===== src/rtl/urm_pkg.sv =====
// Shared constants, types and codes for the ultrasonic ranger median block.
package urm_pkg;

    localparam int MAX_SAMPLES = 8;
    localparam int CNT_W       = $clog2(MAX_SAMPLES + 1);
    localparam int IDX_W       = (MAX_SAMPLES > 1) ? $clog2(MAX_SAMPLES) : 1;
    localparam int DIST_W      = 11;
    localparam int TICK_W      = 17;
    localparam int TMO_W       = 16;
    localparam int SC_W        = 4;
    localparam int PROD_W      = 32;
    localparam int CFG_IDX_W   = 1;
    localparam int CFG_DATA_W  = 16;

    // Configuration register indexes.
    localparam logic [CFG_IDX_W-1:0] REG_SAMPLE_COUNT = 1'b0;
    localparam logic [CFG_IDX_W-1:0] REG_TIMEOUT      = 1'b1;

    localparam logic [SC_W-1:0]  SAMPLE_COUNT_RST = 4'd5;
    localparam logic [TMO_W-1:0] TIMEOUT_RST      = 16'd30000;

    localparam logic [TICK_W-1:0] TRIG_LOW_TICKS  = 17'd2;
    localparam logic [TICK_W-1:0] TRIG_HIGH_TICKS = 17'd10;
    localparam logic [TICK_W-1:0] GAP_TICKS       = 17'd1000;

    // Division by 58 as a multiply by ceil(2^21/58) and a shift; exact for
    // every 16-bit dividend.
    localparam logic [TMO_W-1:0] DIV58_MUL   = 16'd36158;
    localparam int               DIV58_SHIFT = 21;

    typedef enum logic [2:0] {
        PH_IDLE,
        PH_TRIG_LOW,
        PH_TRIG_HIGH,
        PH_WAIT_RISE,
        PH_HIGH,
        PH_GAP
    } t_phase;

    typedef enum logic [2:0] {
        HS_IDLE,
        HS_EXEC,
        HS_INS,
        HS_MED,
        HS_OUT
    } t_hs;

    // Outcome of one tick, handed from the sequencer to the top level.
    typedef struct packed {
        logic trig;
        logic done;
        logic store;
        logic clear;
    } t_meas;

endpackage


===== src/rtl/urm_cell.sv =====
// One cell of the sorted sample row: holds a distance and shifts right on insertion.
module urm_cell (
    input  logic                       i_clk,
    input  logic                       i_load,
    input  logic [urm_pkg::DIST_W-1:0] i_d,
    input  logic                       i_occ,
    input  logic                       i_at_end,
    input  logic                       i_left_gt,
    input  logic [urm_pkg::DIST_W-1:0] i_left_val,
    output logic                       o_gt,
    output logic [urm_pkg::DIST_W-1:0] o_val
);
    import urm_pkg::*;

    logic [DIST_W-1:0] r_val;
    logic [DIST_W-1:0] n_val;

    // An occupied cell holding a larger value than the new one must move.
    assign o_gt  = i_occ && (r_val > i_d);
    assign o_val = r_val;

    always_comb begin
        n_val = r_val;
        if (o_gt || i_at_end) begin
            n_val = i_left_gt ? i_left_val : i_d;
        end
    end

    always_ff @(posedge i_clk) begin
        if (i_load) begin
            r_val <= n_val;
        end
    end

endmodule


===== src/rtl/urm_seq.sv =====
// Measurement sequencer: trigger pulse, echo timing, burst counting, distance product.
module urm_seq (
    input  logic                      i_clk,
    input  logic                      i_rst_n,
    input  logic                      i_step,
    input  logic                      i_start,
    input  logic                      i_echo,
    input  logic [urm_pkg::SC_W-1:0]  i_sample_count,
    input  logic [urm_pkg::TMO_W-1:0] i_timeout,
    output urm_pkg::t_meas            o_meas,
    output logic [urm_pkg::DIST_W-1:0] o_dist
);
    import urm_pkg::*;

    t_phase              r_phase, n_phase;
    logic [TICK_W-1:0]   r_tick,  n_tick;
    logic [SC_W-1:0]     r_sidx,  n_sidx;
    t_meas               r_meas,  n_meas;
    logic [PROD_W-1:0]   r_prod;
    logic [PROD_W-1:0]   w_prod;
    logic [TICK_W-1:0]   w_inc;
    logic [TICK_W-1:0]   w_tmo;
    logic [SC_W-1:0]     w_len;
    logic [SC_W-1:0]     w_sidx_nx;
    logic                w_end;
    logic                w_ok;

    assign w_inc     = TICK_W'(r_tick + 1'b1);
    assign w_tmo     = {1'b0, i_timeout};
    assign w_sidx_nx = SC_W'(r_sidx + 1'b1);
    // Duration times the reciprocal of 58; only used when the high phase ends
    // inside the timeout, so the count fits 16 bits.
    assign w_prod    = PROD_W'(r_tick[TMO_W-1:0]) * PROD_W'(DIV58_MUL);

    always_comb begin
        if (i_sample_count == '0) begin
            w_len = SC_W'(1);
        end else if (i_sample_count > SC_W'(MAX_SAMPLES)) begin
            w_len = SC_W'(MAX_SAMPLES);
        end else begin
            w_len = i_sample_count;
        end
    end

    always_comb begin
        n_phase = r_phase;
        n_tick  = r_tick;
        n_sidx  = r_sidx;
        n_meas  = '0;
        w_end   = 1'b0;
        w_ok    = 1'b0;
        case (r_phase)
            PH_IDLE: begin
                if (i_start) begin
                    n_sidx       = '0;
                    n_tick       = '0;
                    n_phase      = PH_TRIG_LOW;
                    n_meas.clear = 1'b1;
                end
            end
            PH_TRIG_LOW: begin
                n_tick = w_inc;
                if (w_inc >= TRIG_LOW_TICKS) begin
                    n_tick  = '0;
                    n_phase = PH_TRIG_HIGH;
                end
            end
            PH_TRIG_HIGH: begin
                n_meas.trig = 1'b1;
                n_tick      = w_inc;
                if (w_inc >= TRIG_HIGH_TICKS) begin
                    n_tick  = '0;
                    n_phase = PH_WAIT_RISE;
                end
            end
            PH_WAIT_RISE: begin
                if (!i_echo) begin
                    n_tick = w_inc;
                    w_end  = (w_inc > w_tmo);
                end else begin
                    // The rising tick is the first high tick.
                    n_tick  = TICK_W'(1);
                    n_phase = PH_HIGH;
                    w_end   = (w_tmo == '0);
                end
            end
            PH_HIGH: begin
                if (i_echo) begin
                    n_tick = w_inc;
                    w_end  = (w_inc > w_tmo);
                end else begin
                    w_end = 1'b1;
                    w_ok  = 1'b1;
                end
            end
            PH_GAP: begin
                n_tick = w_inc;
                if (w_inc >= GAP_TICKS) begin
                    n_tick  = '0;
                    n_phase = PH_TRIG_LOW;
                end
            end
            default: begin
                n_phase = PH_IDLE;
                n_tick  = '0;
            end
        endcase

        if (w_end) begin
            n_sidx       = w_sidx_nx;
            n_tick       = '0;
            n_meas.store = w_ok;
            if (w_sidx_nx >= w_len) begin
                n_phase     = PH_IDLE;
                n_meas.done = 1'b1;
            end else begin
                n_phase = PH_GAP;
            end
        end
    end

    always_ff @(posedge i_clk) begin
        if (!i_rst_n) begin
            r_phase <= PH_IDLE;
            r_tick  <= '0;
            r_sidx  <= '0;
            r_meas  <= '0;
        end else if (i_step) begin
            r_phase <= n_phase;
            r_tick  <= n_tick;
            r_sidx  <= n_sidx;
            r_meas  <= n_meas;
        end
    end

    always_ff @(posedge i_clk) begin
        if (i_step) begin
            r_prod <= w_prod;
        end
    end

    assign o_meas = r_meas;
    assign o_dist = r_prod[DIV58_SHIFT +: DIST_W];

endmodule


===== src/rtl/ultrasonic_ranger_median_top.sv =====
// Top level of the ultrasonic ranger with a median filter over a measurement burst.
//
// Each input item is one microsecond tick carrying the sampled echo level and a
// start request; each item yields exactly one result item with the trigger level
// for that tick, a done flag, the median distance in centimeters and a no-echo
// flag. A start request in idle launches a burst of sample_count measurements
// (zero counts as one, values above eight saturate at eight). Each measurement
// drives the trigger low for two ticks and high for ten, waits for the echo to
// rise and times the high phase, both bounded by timeout_us, and turns the high
// time into centimeters by dividing by 58. Nonzero distances are inserted into
// a row of cells that keeps them in ascending order; at the end of the burst
// the entry at half the valid count is reported, or no_echo when none was
// valid. Measurements are spaced 1000 ticks apart. The block handles one item
// at a time: an accepted item moves through the execute, insert and median-select
// states in that order, and the result is then offered in the output state. With
// the output side always ready the input is ready again right after the edge that
// takes the result. Configuration writes take effect on the next clock edge and
// should be made while no item is in flight.
module ultrasonic_ranger_median_top (
    input  logic                           i_clk,
    input  logic                           i_rst_n,
    // Configuration write port.
    input  logic                           i_cfg_we,
    input  logic [urm_pkg::CFG_IDX_W-1:0]  i_cfg_idx,
    input  logic [urm_pkg::CFG_DATA_W-1:0] i_cfg_data,
    // Input channel.
    input  logic                           i_in_valid,
    output logic                           o_in_ready,
    input  logic                           i_start_req,
    input  logic                           i_echo,
    // Output channel.
    output logic                           o_out_valid,
    input  logic                           i_out_ready,
    output logic                           o_trig,
    output logic                           o_done_res,
    output logic [urm_pkg::DIST_W-1:0]     o_distance_cm,
    output logic                           o_no_echo
);
    import urm_pkg::*;

    // Configuration registers.
    logic [SC_W-1:0]   r_sample_count;
    logic [TMO_W-1:0]  r_timeout;

    // Handshake sequencer and the captured item.
    t_hs               r_hs, n_hs;
    logic              r_start;
    logic              r_echo;

    // Number of distances currently held in the cell row.
    logic [CNT_W-1:0]  r_vc;

    // Result register.
    logic              r_trig;
    logic              r_done;
    logic [DIST_W-1:0] r_dist;
    logic              r_no_echo;

    t_meas             w_meas;
    logic [DIST_W-1:0] w_q;
    logic              w_step;
    logic              w_ins;
    logic [IDX_W-1:0]  w_mid;

    logic              w_gt  [MAX_SAMPLES];
    logic [DIST_W-1:0] w_val [MAX_SAMPLES];

    always_ff @(posedge i_clk) begin
        if (!i_rst_n) begin
            r_sample_count <= SAMPLE_COUNT_RST;
            r_timeout      <= TIMEOUT_RST;
        end else if (i_cfg_we) begin
            case (i_cfg_idx)
                REG_SAMPLE_COUNT: r_sample_count <= i_cfg_data[SC_W-1:0];
                REG_TIMEOUT:      r_timeout      <= i_cfg_data[TMO_W-1:0];
                default:          ;
            endcase
        end
    end

    assign o_in_ready  = (r_hs == HS_IDLE);
    assign o_out_valid = (r_hs == HS_OUT);
    assign w_step      = (r_hs == HS_EXEC);

    // The sequencer advances one tick per item; its outcome and the
    // distance product are registered for the insert cycle.
    urm_seq u_seq (
        .i_clk          (i_clk),
        .i_rst_n        (i_rst_n),
        .i_step         (w_step),
        .i_start        (r_start),
        .i_echo         (r_echo),
        .i_sample_count (r_sample_count),
        .i_timeout      (r_timeout),
        .o_meas         (w_meas),
        .o_dist         (w_q)
    );

    // A finished measurement is stored only if its distance is nonzero and
    // the row still has room.
    assign w_ins = (r_hs == HS_INS) && w_meas.store && (w_q != '0)
                   && (r_vc < CNT_W'(MAX_SAMPLES));

    // Row of sorted cells. Each cell compares the new distance with its own
    // value and, when it must move, takes either its left neighbor's value or
    // the new distance.
    for (genvar g = 0; g < MAX_SAMPLES; g++) begin : g_cell
        logic              w_left_gt;
        logic [DIST_W-1:0] w_left_val;
        if (g == 0) begin : g_first
            assign w_left_gt  = 1'b0;
            assign w_left_val = '0;
        end else begin : g_rest
            assign w_left_gt  = w_gt[g-1];
            assign w_left_val = w_val[g-1];
        end
        urm_cell u_cell (
            .i_clk      (i_clk),
            .i_load     (w_ins),
            .i_d        (w_q),
            .i_occ      (r_vc > CNT_W'(g)),
            .i_at_end   (r_vc == CNT_W'(g)),
            .i_left_gt  (w_left_gt),
            .i_left_val (w_left_val),
            .o_gt       (w_gt[g]),
            .o_val      (w_val[g])
        );
    end

    // Median position: half the valid count, always below the row length.
    assign w_mid = IDX_W'(r_vc >> 1);

    always_comb begin
        n_hs = r_hs;
        case (r_hs)
            HS_IDLE: if (i_in_valid) n_hs = HS_EXEC;
            HS_EXEC: n_hs = HS_INS;
            HS_INS:  n_hs = HS_MED;
            HS_MED:  n_hs = HS_OUT;
            HS_OUT:  if (i_out_ready) n_hs = HS_IDLE;
            default: n_hs = HS_IDLE;
        endcase
    end

    always_ff @(posedge i_clk) begin
        if (!i_rst_n) begin
            r_hs <= HS_IDLE;
            r_vc <= '0;
        end else begin
            r_hs <= n_hs;
            if ((r_hs == HS_INS) && w_meas.clear) begin
                r_vc <= '0;
            end else if (w_ins) begin
                r_vc <= CNT_W'(r_vc + 1'b1);
            end
        end
    end

    always_ff @(posedge i_clk) begin
        if (o_in_ready && i_in_valid) begin
            r_start <= i_start_req;
            r_echo  <= i_echo;
        end
        if (r_hs == HS_MED) begin
            r_trig    <= w_meas.trig;
            r_done    <= w_meas.done;
            r_no_echo <= w_meas.done && (r_vc == '0);
            r_dist    <= (w_meas.done && (r_vc != '0)) ? w_val[w_mid] : '0;
        end
    end

    assign o_trig        = r_trig;
    assign o_done_res    = r_done;
    assign o_distance_cm = r_dist;
    assign o_no_echo     = r_no_echo;

endmodule


===== config.mk =====
export PLATFORM = sky130hd
export DESIGN_NAME = ultrasonic_ranger_median_top
export DESIGN_NICKNAME = d
export VERILOG_FILES = /design/src/rtl/urm_pkg.sv /design/src/rtl/urm_cell.sv /design/src/rtl/urm_seq.sv /design/src/rtl/ultrasonic_ranger_median_top.sv
export SDC_FILE = /design/constraint.sdc
export NUM_CORES = 1
export LEC_CHECK = 0
export BUFFER_PORTS_ARGS = -buffer_cell sky130_fd_sc_hd__buf_2
export CORE_ASPECT_RATIO = 2
export CORE_MARGIN = 2
export CORE_UTILIZATION = 39
export CTS_CLUSTER_SIZE = 16
export DETAILED_ROUTE_END_ITERATION = 8
export SLEW_MARGIN = 10
export SYNTH_ARGS = -nofsm -noshare
export SYNTH_HDL_FRONTEND = slang
export SYNTH_SLANG_ARGS = --single-unit

===== constraint.sdc =====
create_clock -name i_clk -period 5.5 [get_ports i_clk]
set_clock_uncertainty 0.05 [all_clocks]
set_input_delay 0.825 -clock i_clk [delete_from_list [all_inputs] [get_ports i_clk]]
set_output_delay 0.825 -clock i_clk [all_outputs]
set_load 0.02 [all_outputs]

# == Yosys cells after proc, flatten, opt, wreduce, memory -nomap -nowiden ==
# Index checks and enable logic that the tools add are counted.
# classes
magnitude_cmp,24
n_addsub,3
n_shift,0
mul,1
bitwise,3
n_reduce_logical,47
div,0
muxes,44
n_eq_ne,25
# ops
op,count
2-to-1 mux 17 bit,7
case mux 17 bit (6 select lines),1
2-to-1 mux 11 bit,9
greater-than comparator 11 bit,8
binary-select mux 11 bit (select 3 bit),1
"multiplier 16 x 15 -> 31 bit, second input constant",1
2-to-1 mux 3 bit,9
AND reduction 2 bit,11
2-to-1 mux 4 bit,5
case mux 3 bit (6 select lines),1
"adder 17 x 1 -> 17 bit, second input constant",1
"greater-or-equal comparator 17 x 10 -> 1 bit, second input constant",1
"greater-or-equal comparator 17 x 2 -> 1 bit, second input constant",1
"greater-or-equal comparator 17 x 4 -> 1 bit, second input constant",1
greater-than comparator 17 x 16 -> 1 bit,1
zero test 17 bit,1
"== test 4 x 3 -> 1 bit, second input constant",4
"greater-than comparator 4 x 3 -> 1 bit, second input constant",4
logical AND 1 bit,15
case mux 3 bit (5 select lines),1
"== test 3 x 2 -> 1 bit, second input constant",4
nonzero test 11 bit,1
"== test 3 bit, second input constant",3
"inequality test 3 x 1 -> 1 bit, second input constant",3
26 further kinds,53
# word_totals
n_memories,0
mem_bits_rw,0
latchBits,0
wordCells,173
register_bits,190
mem_bits_ro,0
in_bits,24

# == Depth between registers and ports, before layout ==
# Gate-level depths: netlist of the first run.
# depth
word_depth,6
depth_mapped,21

# == By module ==
# Synthesis of the first run repeated with hierarchy kept, for this count alone.
# hier_totals
cells_unflattened,1601
area_unflattened_um2,15598.7
# by_module_without_submodules
module,area_each_um2,cells_per_inst,seq_area_each_um2,instances
urm_seq,7095.6,748,890.9,1
urm_cell,758.2,77,330.3,8
ultrasonic_ranger_median_top,2437.3,237,1021.0,1

# == Least setup slack after synthesis of the first run ==
# Ideal clock, no wire load.
# synth_path
kind,reg-to-reg
startpoint,reg u_seq.r_tick[13]
endpoint,"reg u_seq.r_prod[31], data pin"
path_stages_with_launch,19
t_required_ns,5.192
path_buffers,0
synth_period_minus_slack_ns,5.291
slack_ns,0.209
arrival_time_ns,4.983
cell_sequence,dfxtp_1 -> fa_1 -> ha_1 -> a21o_1 -> fa_1 -> fa_1 -> fa_1 -> inv_1 -> fa_1 -> inv_1 -> ha_1 -> a21oi_1 -> o21ai_0 -> a221oi_1 -> nand2_1 -> o211ai_1 -> o21ai_0 -> a21oi_1 -> xnor2_1
# synth_via
elab_chain_cells,1
# synth_rtl
item,line_no,rtl
from (decl),urm_seq.sv:16,"logic [TICK_W-1:0] r_tick, n_tick;"
from (signal assigned),urm_seq.sv:130,r_tick <= n_tick;
multiplier 16 x 15 -> 31 bit,urm_seq.sv:33,assign w_prod = PROD_W'(r_tick[TMO_W-1:0]) * PROD_W'(DIV58_MUL);
via u_seq.w_prod[31],urm_seq.sv:20,logic [PROD_W-1:0] w_prod;
to (signal assigned),urm_seq.sv:138,r_prod <= w_prod;
to (decl),urm_seq.sv:19,logic [PROD_W-1:0] r_prod;
# The timed path passes the listed nets, and every way through them passes these cells.
# A chain may end at the register's enable or synchronous reset.

# == Final worst setup path of the first run ==
# layout_path
startpoint,reg u_seq.r_tick[12]
endpoint,"reg u_seq.r_prod[29], data pin"
# The elaborated chain is that of the path after synthesis.

==> results of run 1 <==
through the flow:
step	instance area [µm²]	cells	power (mW)
2_1_floorplan	15390	1523	1.678
3_3_place_gp	16590	2087	1.779
3_5_place_dp	16590	2087	1.781
4_1_cts	17180	2119	2.982
5_1_grt	17340	2120	3.073
6_report	17340	2120	2.975
metal layers:
metal	wire [µm]	up-vias
met5	0	-
met4	1336	0
met3	2299	73
met2	18810	422
met1	19180	5689
li1	-	5633
where the power goes:
group	switching, mW	internal (mW)	leakage (nW)
sequential	0.0274	1.39	1.48
combinational	0.211	0.129	6.25
clock	0.528	0.689	0.294
total	0.766	2.21	8.02
synthesized netlist by cell type, types with 13 or more instances:
cell type,count,area [µm²]
ha_1,229,2865
inv_1,164,615.6
edfxtp_1,115,3453
nand3_1,101,505.5
nand2_1,86,322.8
fa_1,76,1521
clkbuf_1,57,214.0
dfxtp_1,55,1101
nor2_1,54,202.7
a21o_1,51,382.9
a21oi_1,48,240.2
a22oi_1,44,330.3
mux2_2,44,495.5
nor3_1,34,170.2
o21ai_0,34,170.2
nand4_1,33,206.5
xor2_1,31,271.5
o21a_1,28,210.2
mux4_2,22,495.5
nor2b_1,22,137.6
xnor2_1,18,157.7
and2_1,16,100.1
and3_1,16,100.1
o211ai_1,16,120.1
mux2i_1,14,140.1
a21boi_0,13,97.59
kinds of logic (layout without fill, tap and decap cells):
logic type | after synthesis | in the layout | share of synthesized area
fa+ha+maj | 305 | 305 | 0.2851
mux | 80 | 80 | 0.07351
buf+inv | 236 | 308 | 0.05863
simple gates | 404 | 404 | 0.1331
xor+xnor | 49 | 49 | 0.02789
compound gates | 279 | 279 | 0.1258
flops | 170 | 170 | 0.2960
layout by cell type (no fill, tap or decap), types with 5 or more instances in the layout:
master	count
a21boi_0	13
a21o_1	51
a21oi_1	40
a21oi_2	7
a22oi_1	44
a31oi_1	9
and2_1	16
and3_1	16
buf_12	7
buf_2	39
buf_4	66
clkbuf_16	19
dfxtp_1	48
dfxtp_2	7
edfxtp_1	115
fa_1	75
ha_1	219
ha_4	6
inv_1	164
mux2_2	44
mux2i_1	14
mux4_2	22
nand2_1	86
nand2b_1	8
nand3_1	101
nand4_1	33
nor2_1	54
nor2b_1	22
nor3_1	34
nor3b_1	5
nor4_1	9
o211ai_1	16
o21a_1	28
o21ai_0	30
xnor2_1	18
xor2_1	31
sequential cells by signal (all words and copies together), names as in the netlist, 4 cells and up:
register and count:
g_cell.u_cell.o_val 88, u_seq.r_tick 17, u_seq.r_sidx 4, u_seq.r_prod 11
o_distance_cm 11, r_timeout 16, u_seq.o_meas 4, r_sample_count 4
r_vc 4
final timing paths:
| kind | startpoint | to | slack, ns |
|---|---|---|---|
| worst min-delay path | u_seq.o_meas[3]$_SDFFE_PN0N_ | o_trig$_DFFE_PP_ | 0.38 |
| worst max register to register | u_seq.r_tick[12]$_SDFFE_PN0P_ | u_seq.r_prod[29]$_DFFE_PN_ | 0.21 |
| worst max-delay path | u_seq.r_tick[12]$_SDFFE_PN0P_ | u_seq.r_prod[29]$_DFFE_PN_ | 0.21 |
| worst min register to register | u_seq.o_meas[3]$_SDFFE_PN0N_ | o_trig$_DFFE_PP_ | 0.38 |
repair_timing:
item / 4_1_cts / 5_1_grt
pin swaps: 4 / 29
setup endpoints to repair: 1 / 8
setup buffers: 0 / 1
hold buffers: 0 / 0
resized for setup: 2 / 35
final cells by class:
class                           instances  share of cell area
Multi-Input combinational cell       1117              0.5818
Inverter                              164             0.03551
Tap cell                              525             0.03789
Sequential cell                       170              0.2632
Clock buffer                           22             0.02865
Timing Repair Buffer                  112             0.04792
Clock inverter                         10            0.005052
==> results.tsv, run 1 <==
metric	value	unit
num_vias	11820	
path_cells	buf_12 > fa_1 > ha_2 > a21o_1 > fa_1 > fa_1 > fa_1 > inv_2 > fa_1 > inv_2 > ha_4 > a21oi_2 > o21ai_2 > a221oi_2 > buf_4 > nand2_1 > o211ai_1 > nand2b_1 > a21oi_2 > xnor2_1	
synth_seq_area_share	0.2960	
htreeDepth	4	
cts.sinks	170	
die_w	144.5	µm
syn_nets	1852	
dr.first_iter.drc_count	851	
worstSetupPathType	flip-flop to flip-flop	
drv_cap	0	
min_path_cells	0	
synth-seq-cells	170	
cts_root_buffer	clkbuf_16	
cp_num_cells	20	
reg2reg_depth	20	
synth_top_flop_cell	edfxtp_1	
viasPerCell	5.574	
synth_warnings	0	
leakage	8.025	nW
utilization	0.4425	
cpLargestDelayFamily	adder cells	
fin_ws	0.2064	ns
grt_use_met3	0.02972	
gp_congestion	0.8957	
cp.arrival	5.43	ns
core	0.03918	mm²
status	completed	
period_share	0.9625	
synth.avg_cell_area	10.10	µm²
syn2layout_area_growth	12.67	%
setup-violations-final	0	
use_met2	0.3154	
cts_made_buffers	17	
dr.pass1.iters	5	
die_area	0.04116	mm²
finalHoldViolations	0	
crit_path_end_kind	flip-flop	
crit_path_max_fanout	7	
slowest_stage	fa_1	
grt_antenna_before_repair	0	
clock_latency	0.44	ns
fin_nets	1911	
layout-drive-gt1-share	0.1561	
crit_path_max_incr_delay	0.57	ns
multiInputGateArea	0.01009	mm²
io_pins	40	
ys_async_sr_fraction	0	
relSlewSlack	0.1917	
syn_area	0.01539	mm²
start_util	0.3928	
crit_top_cell	fa_1	
grt_pass1_vias	11490	
grt-ovfl-total	0	
antenna_left	0	
path_buf_inv	4	
critPathLaunchType	flip-flop	
synth_edf_count	115	
hp-class	flip-flop to flip-flop	
vdd_ir_drop_max	0.2161	mV
insertedDiodeCount	0	
tightest_slew	1.203	ns
rows	103	
grt_pass1_wl	65610	µm
dp_hpwl	30970	µm
clockBufferDepth	2	
grt_max_degree	33	
clk_pin_slew	0.06	ns
hold_slack	0.3839	ns
wl	41630	µm
track_usage	0.2064	
use_met1	0.2997	
drv_slew	0	
worstPathRequired	5.64	ns
grt_most_used_layer	met2	
max_freq	188.9	MHz
setup_tns	0	ns
tritoncts	built	
finalCriticalPeriod	5.294	ns
die_y	284.9	µm
power_density	171.6	mW/mm²
synth_cell_types	69	
avgRoutedWirePerCell	19.63	µm
io_buffers	39	
place_ws	-0.02952	ns
drc	0	
nFillCells	3827	
syn_inst	1523	
regArea	0.004563	mm²
No activity file was read; power rests on OpenSTA's default activity.
==> run 2: changes to the inputs <==
- CTS_BUF_LIST: unset -> sky130_fd_sc_hd__clkbuf_16
==> run 2 against run 1 <==
Against the previous run:
- non-clock buffer count unchanged
- first-iteration DRC count decreased by 1.3%
- via count is 0.17% higher
- largest power group unchanged
- sequential share of layout area about the same
- wire length is 0.17% higher
- sequential cell count stayed put
- register-to-register slack hardly changed
- die area unchanged
- largest cell class unchanged
==> results.tsv, run 2 (synthesis gave the netlist of run 1 again) <==
metric	value	unit	change
grt-ovfl-total	0		unchanged
avgRoutedWirePerCell	19.67	µm	+0.17%
io_pins	40		unchanged
drv_slew	0		unchanged
core	0.03918	mm²	unchanged
power	2.955	mW	-0.68%
final_cell_mix	219 x ha_1, 166 x inv_1, 115 x edfxtp_1		
use_met2	0.3155		about the same
setup-violations-final	0		unchanged
grt_pass1_wl	65650	µm	about the same
tritoncts	built		
cpLargestDelayFamily	adder cells		
min_path_cells	0		unchanged
clockBufferDepth	2		unchanged
hp-class	flip-flop to flip-flop		
place_area	0.01659	mm²	unchanged
leakage	8.030	nW	about the same
largest_reg_flops	88		unchanged
rows	103		unchanged
gp_congestion	0.8957		unchanged
worstPathRequired	5.64	ns	about the same
drv_cap	0		unchanged
cts_root_buffer	clkbuf_16		
die_y	284.9	µm	unchanged
slowest_stage	fa_1		
timing.reg2reg.setup_slack	0.20	ns	about the same
max_freq	188.9	MHz	about the same
crit_path_max_fanout	7		unchanged
grt_antenna_before_repair	0		unchanged
critPathLaunchType	flip-flop		
grt_pass1_vias	11490		-0.061%
crit_path_max_incr_delay	0.57	ns	about the same
use_met1	0.2991		-0.0005372
crit_path_end_kind	flip-flop		
endpoint	u_seq.r_prod[29]$_DFFE_PN_		
wl	41700	µm	+0.17%
clock_latency	0.44	ns	about the same
layout-drive-gt1-share	0.1561		unchanged
finalHoldViolations	0		unchanged
track_usage	0.2064		about the same
syn2layout_area_growth	12.60	%	about the same
cp-startpoint	u_seq.r_tick[12]$_SDFFE_PN0P_		
period_share	0.9627		about the same
layout_commonest_cell	ha_1		
cp.arrival	5.43	ns	about the same
cp_num_cells	20		unchanged
cts.sinks	170		unchanged
path_buf_inv	4		unchanged
fin_area	0.01733	mm²	about the same
io_buffers	39		unchanged
finalCriticalPeriod	5.295	ns	+0.001449 ns
grt_use_met3	0.03073		+0.001008
vdd_ir_drop_max	0.2143	mV	-0.80%
grt_most_used_layer	met2		
die_w	144.5	µm	unchanged
relSlewSlack	0.1633		-0.02844
clk_pin_slew	0.06	ns	about the same
crit_top_cell	fa_1		
grt_max_degree	33		unchanged
dp_hpwl	30970	µm	unchanged
dr.pass1.iters	6		+1
num_vias	11840		+0.17%
nFillCells	3828		+0.026%
start_util	0.3928		unchanged
worstSetupPathType	flip-flop to flip-flop		
cts_hold_buf	0		unchanged
fin_nets	1911		unchanged
drc	0		unchanged
die_area	0.04116	mm²	unchanged
post-place-cells	2087		unchanged
htreeDepth	4		unchanged
antenna_left	0		unchanged
power_density	170.5	mW/mm²	-0.62%
tightest_slew	1.245	ns	+0.04234 ns
r2r_end	u_seq.r_prod[29]$_DFFE_PN_		
viasPerCell	5.583		+0.17%
reg2reg_from	u_seq.r_tick[12]$_SDFFE_PN0P_		
finalNonFillerCells	2120		unchanged
cts_made_buffers	17		unchanged
status	completed		
dr.first_iter.drc_count	840		-1.3%
insertedDiodeCount	0		unchanged
reg2reg_depth	20		unchanged
path_cells	buf_12 > fa_1 > ha_2 > a21o_1 > fa_1 > fa_1 > fa_1 > inv_2 > fa_1 > inv_2 > ha_4 > a21oi_2 > o21ai_2 > a221oi_2 > buf_4 > nand2_1 > o211ai_1 > nand2b_1 > a21oi_2 > xnor2_1		
## run 2: cell count changes in the layout (fill, tap and decap cells not counted)
cell	before	now
clkbuf_1	2	0
clkbuf_8	1	0
inv_1	164	166
inv_2	2	3
## run 2: worst min path at each step
stage                                            start          endpoint  slack [ns]
after global routing      u_seq.o_meas[3]$_SDFFE_PN0N_  o_trig$_DFFE_PP_        0.40
final                     u_seq.o_meas[3]$_SDFFE_PN0N_  o_trig$_DFFE_PP_        0.38
after detailed placement  u_seq.o_meas[3]$_SDFFE_PN0N_  o_trig$_DFFE_PP_        0.38
after global placement    u_seq.o_meas[3]$_SDFFE_PN0N_  o_trig$_DFFE_PP_        0.37
after floorplan           u_seq.o_meas[3]$_SDFFE_PN0N_  o_trig$_DFFE_PP_        0.36
after CTS                 u_seq.o_meas[3]$_SDFFE_PN0N_  o_trig$_DFFE_PP_        0.39
## run 2: repair_timing
action	in CTS	in global routing
endpoints found under the setup margin	1	8
pin swaps	4	29
gates resized for setup	2	35
cloned	0	0
buffers inserted	0	1
## run 2: cell type report
class	instances	area (µm²)	area share
inverters	164	615.6	0.03553
clock buffers	19	475.5	0.02744
flip-flops and latches	170	4563	0.2634
clock inverters	13	98.84	0.005705
well taps	525	656.9	0.03791
repair buffers	112	830.8	0.04795
multi-input cells	1117	10090	0.5821
## run 2: stage by stage
| step | util | hold WS (ns) | setup WS, ns | setup TNS [ns] |
|---|---|---|---|---|
| finish | 0.4423 | 0.3836 | 0.2050 | 0 |
| global route | 0.4423 | 0.4004 | -0.02473 | -0.03857 |
| CTS | 0.4382 | 0.3908 | 0.03431 | 0 |
| detailed placement | 0.4234 | 0.3764 | -0.02952 | -0.02952 |
| global placement | 0.4234 | 0.3689 | -0.01364 | -0.01364 |
| floorplan | - | 0.3581 | 0.2091 | 0 |
## run 2: where the power goes
part	internal, mW	switching, mW
logic	0.129	0.211
registers	1.39	0.0274
clock network	0.672	0.524
total	2.19	0.763
## run 2: metal layers
metal | wire [µm] | vias up | part of all wire
met5 | 0 | - | 0
met1 | 19020 | 5703 | 0.46
met3 | 2488 | 80 | 0.060
li1 | - | 5630 | -
met4 | 1411 | 0 | 0.034
met2 | 18770 | 424 | 0.45
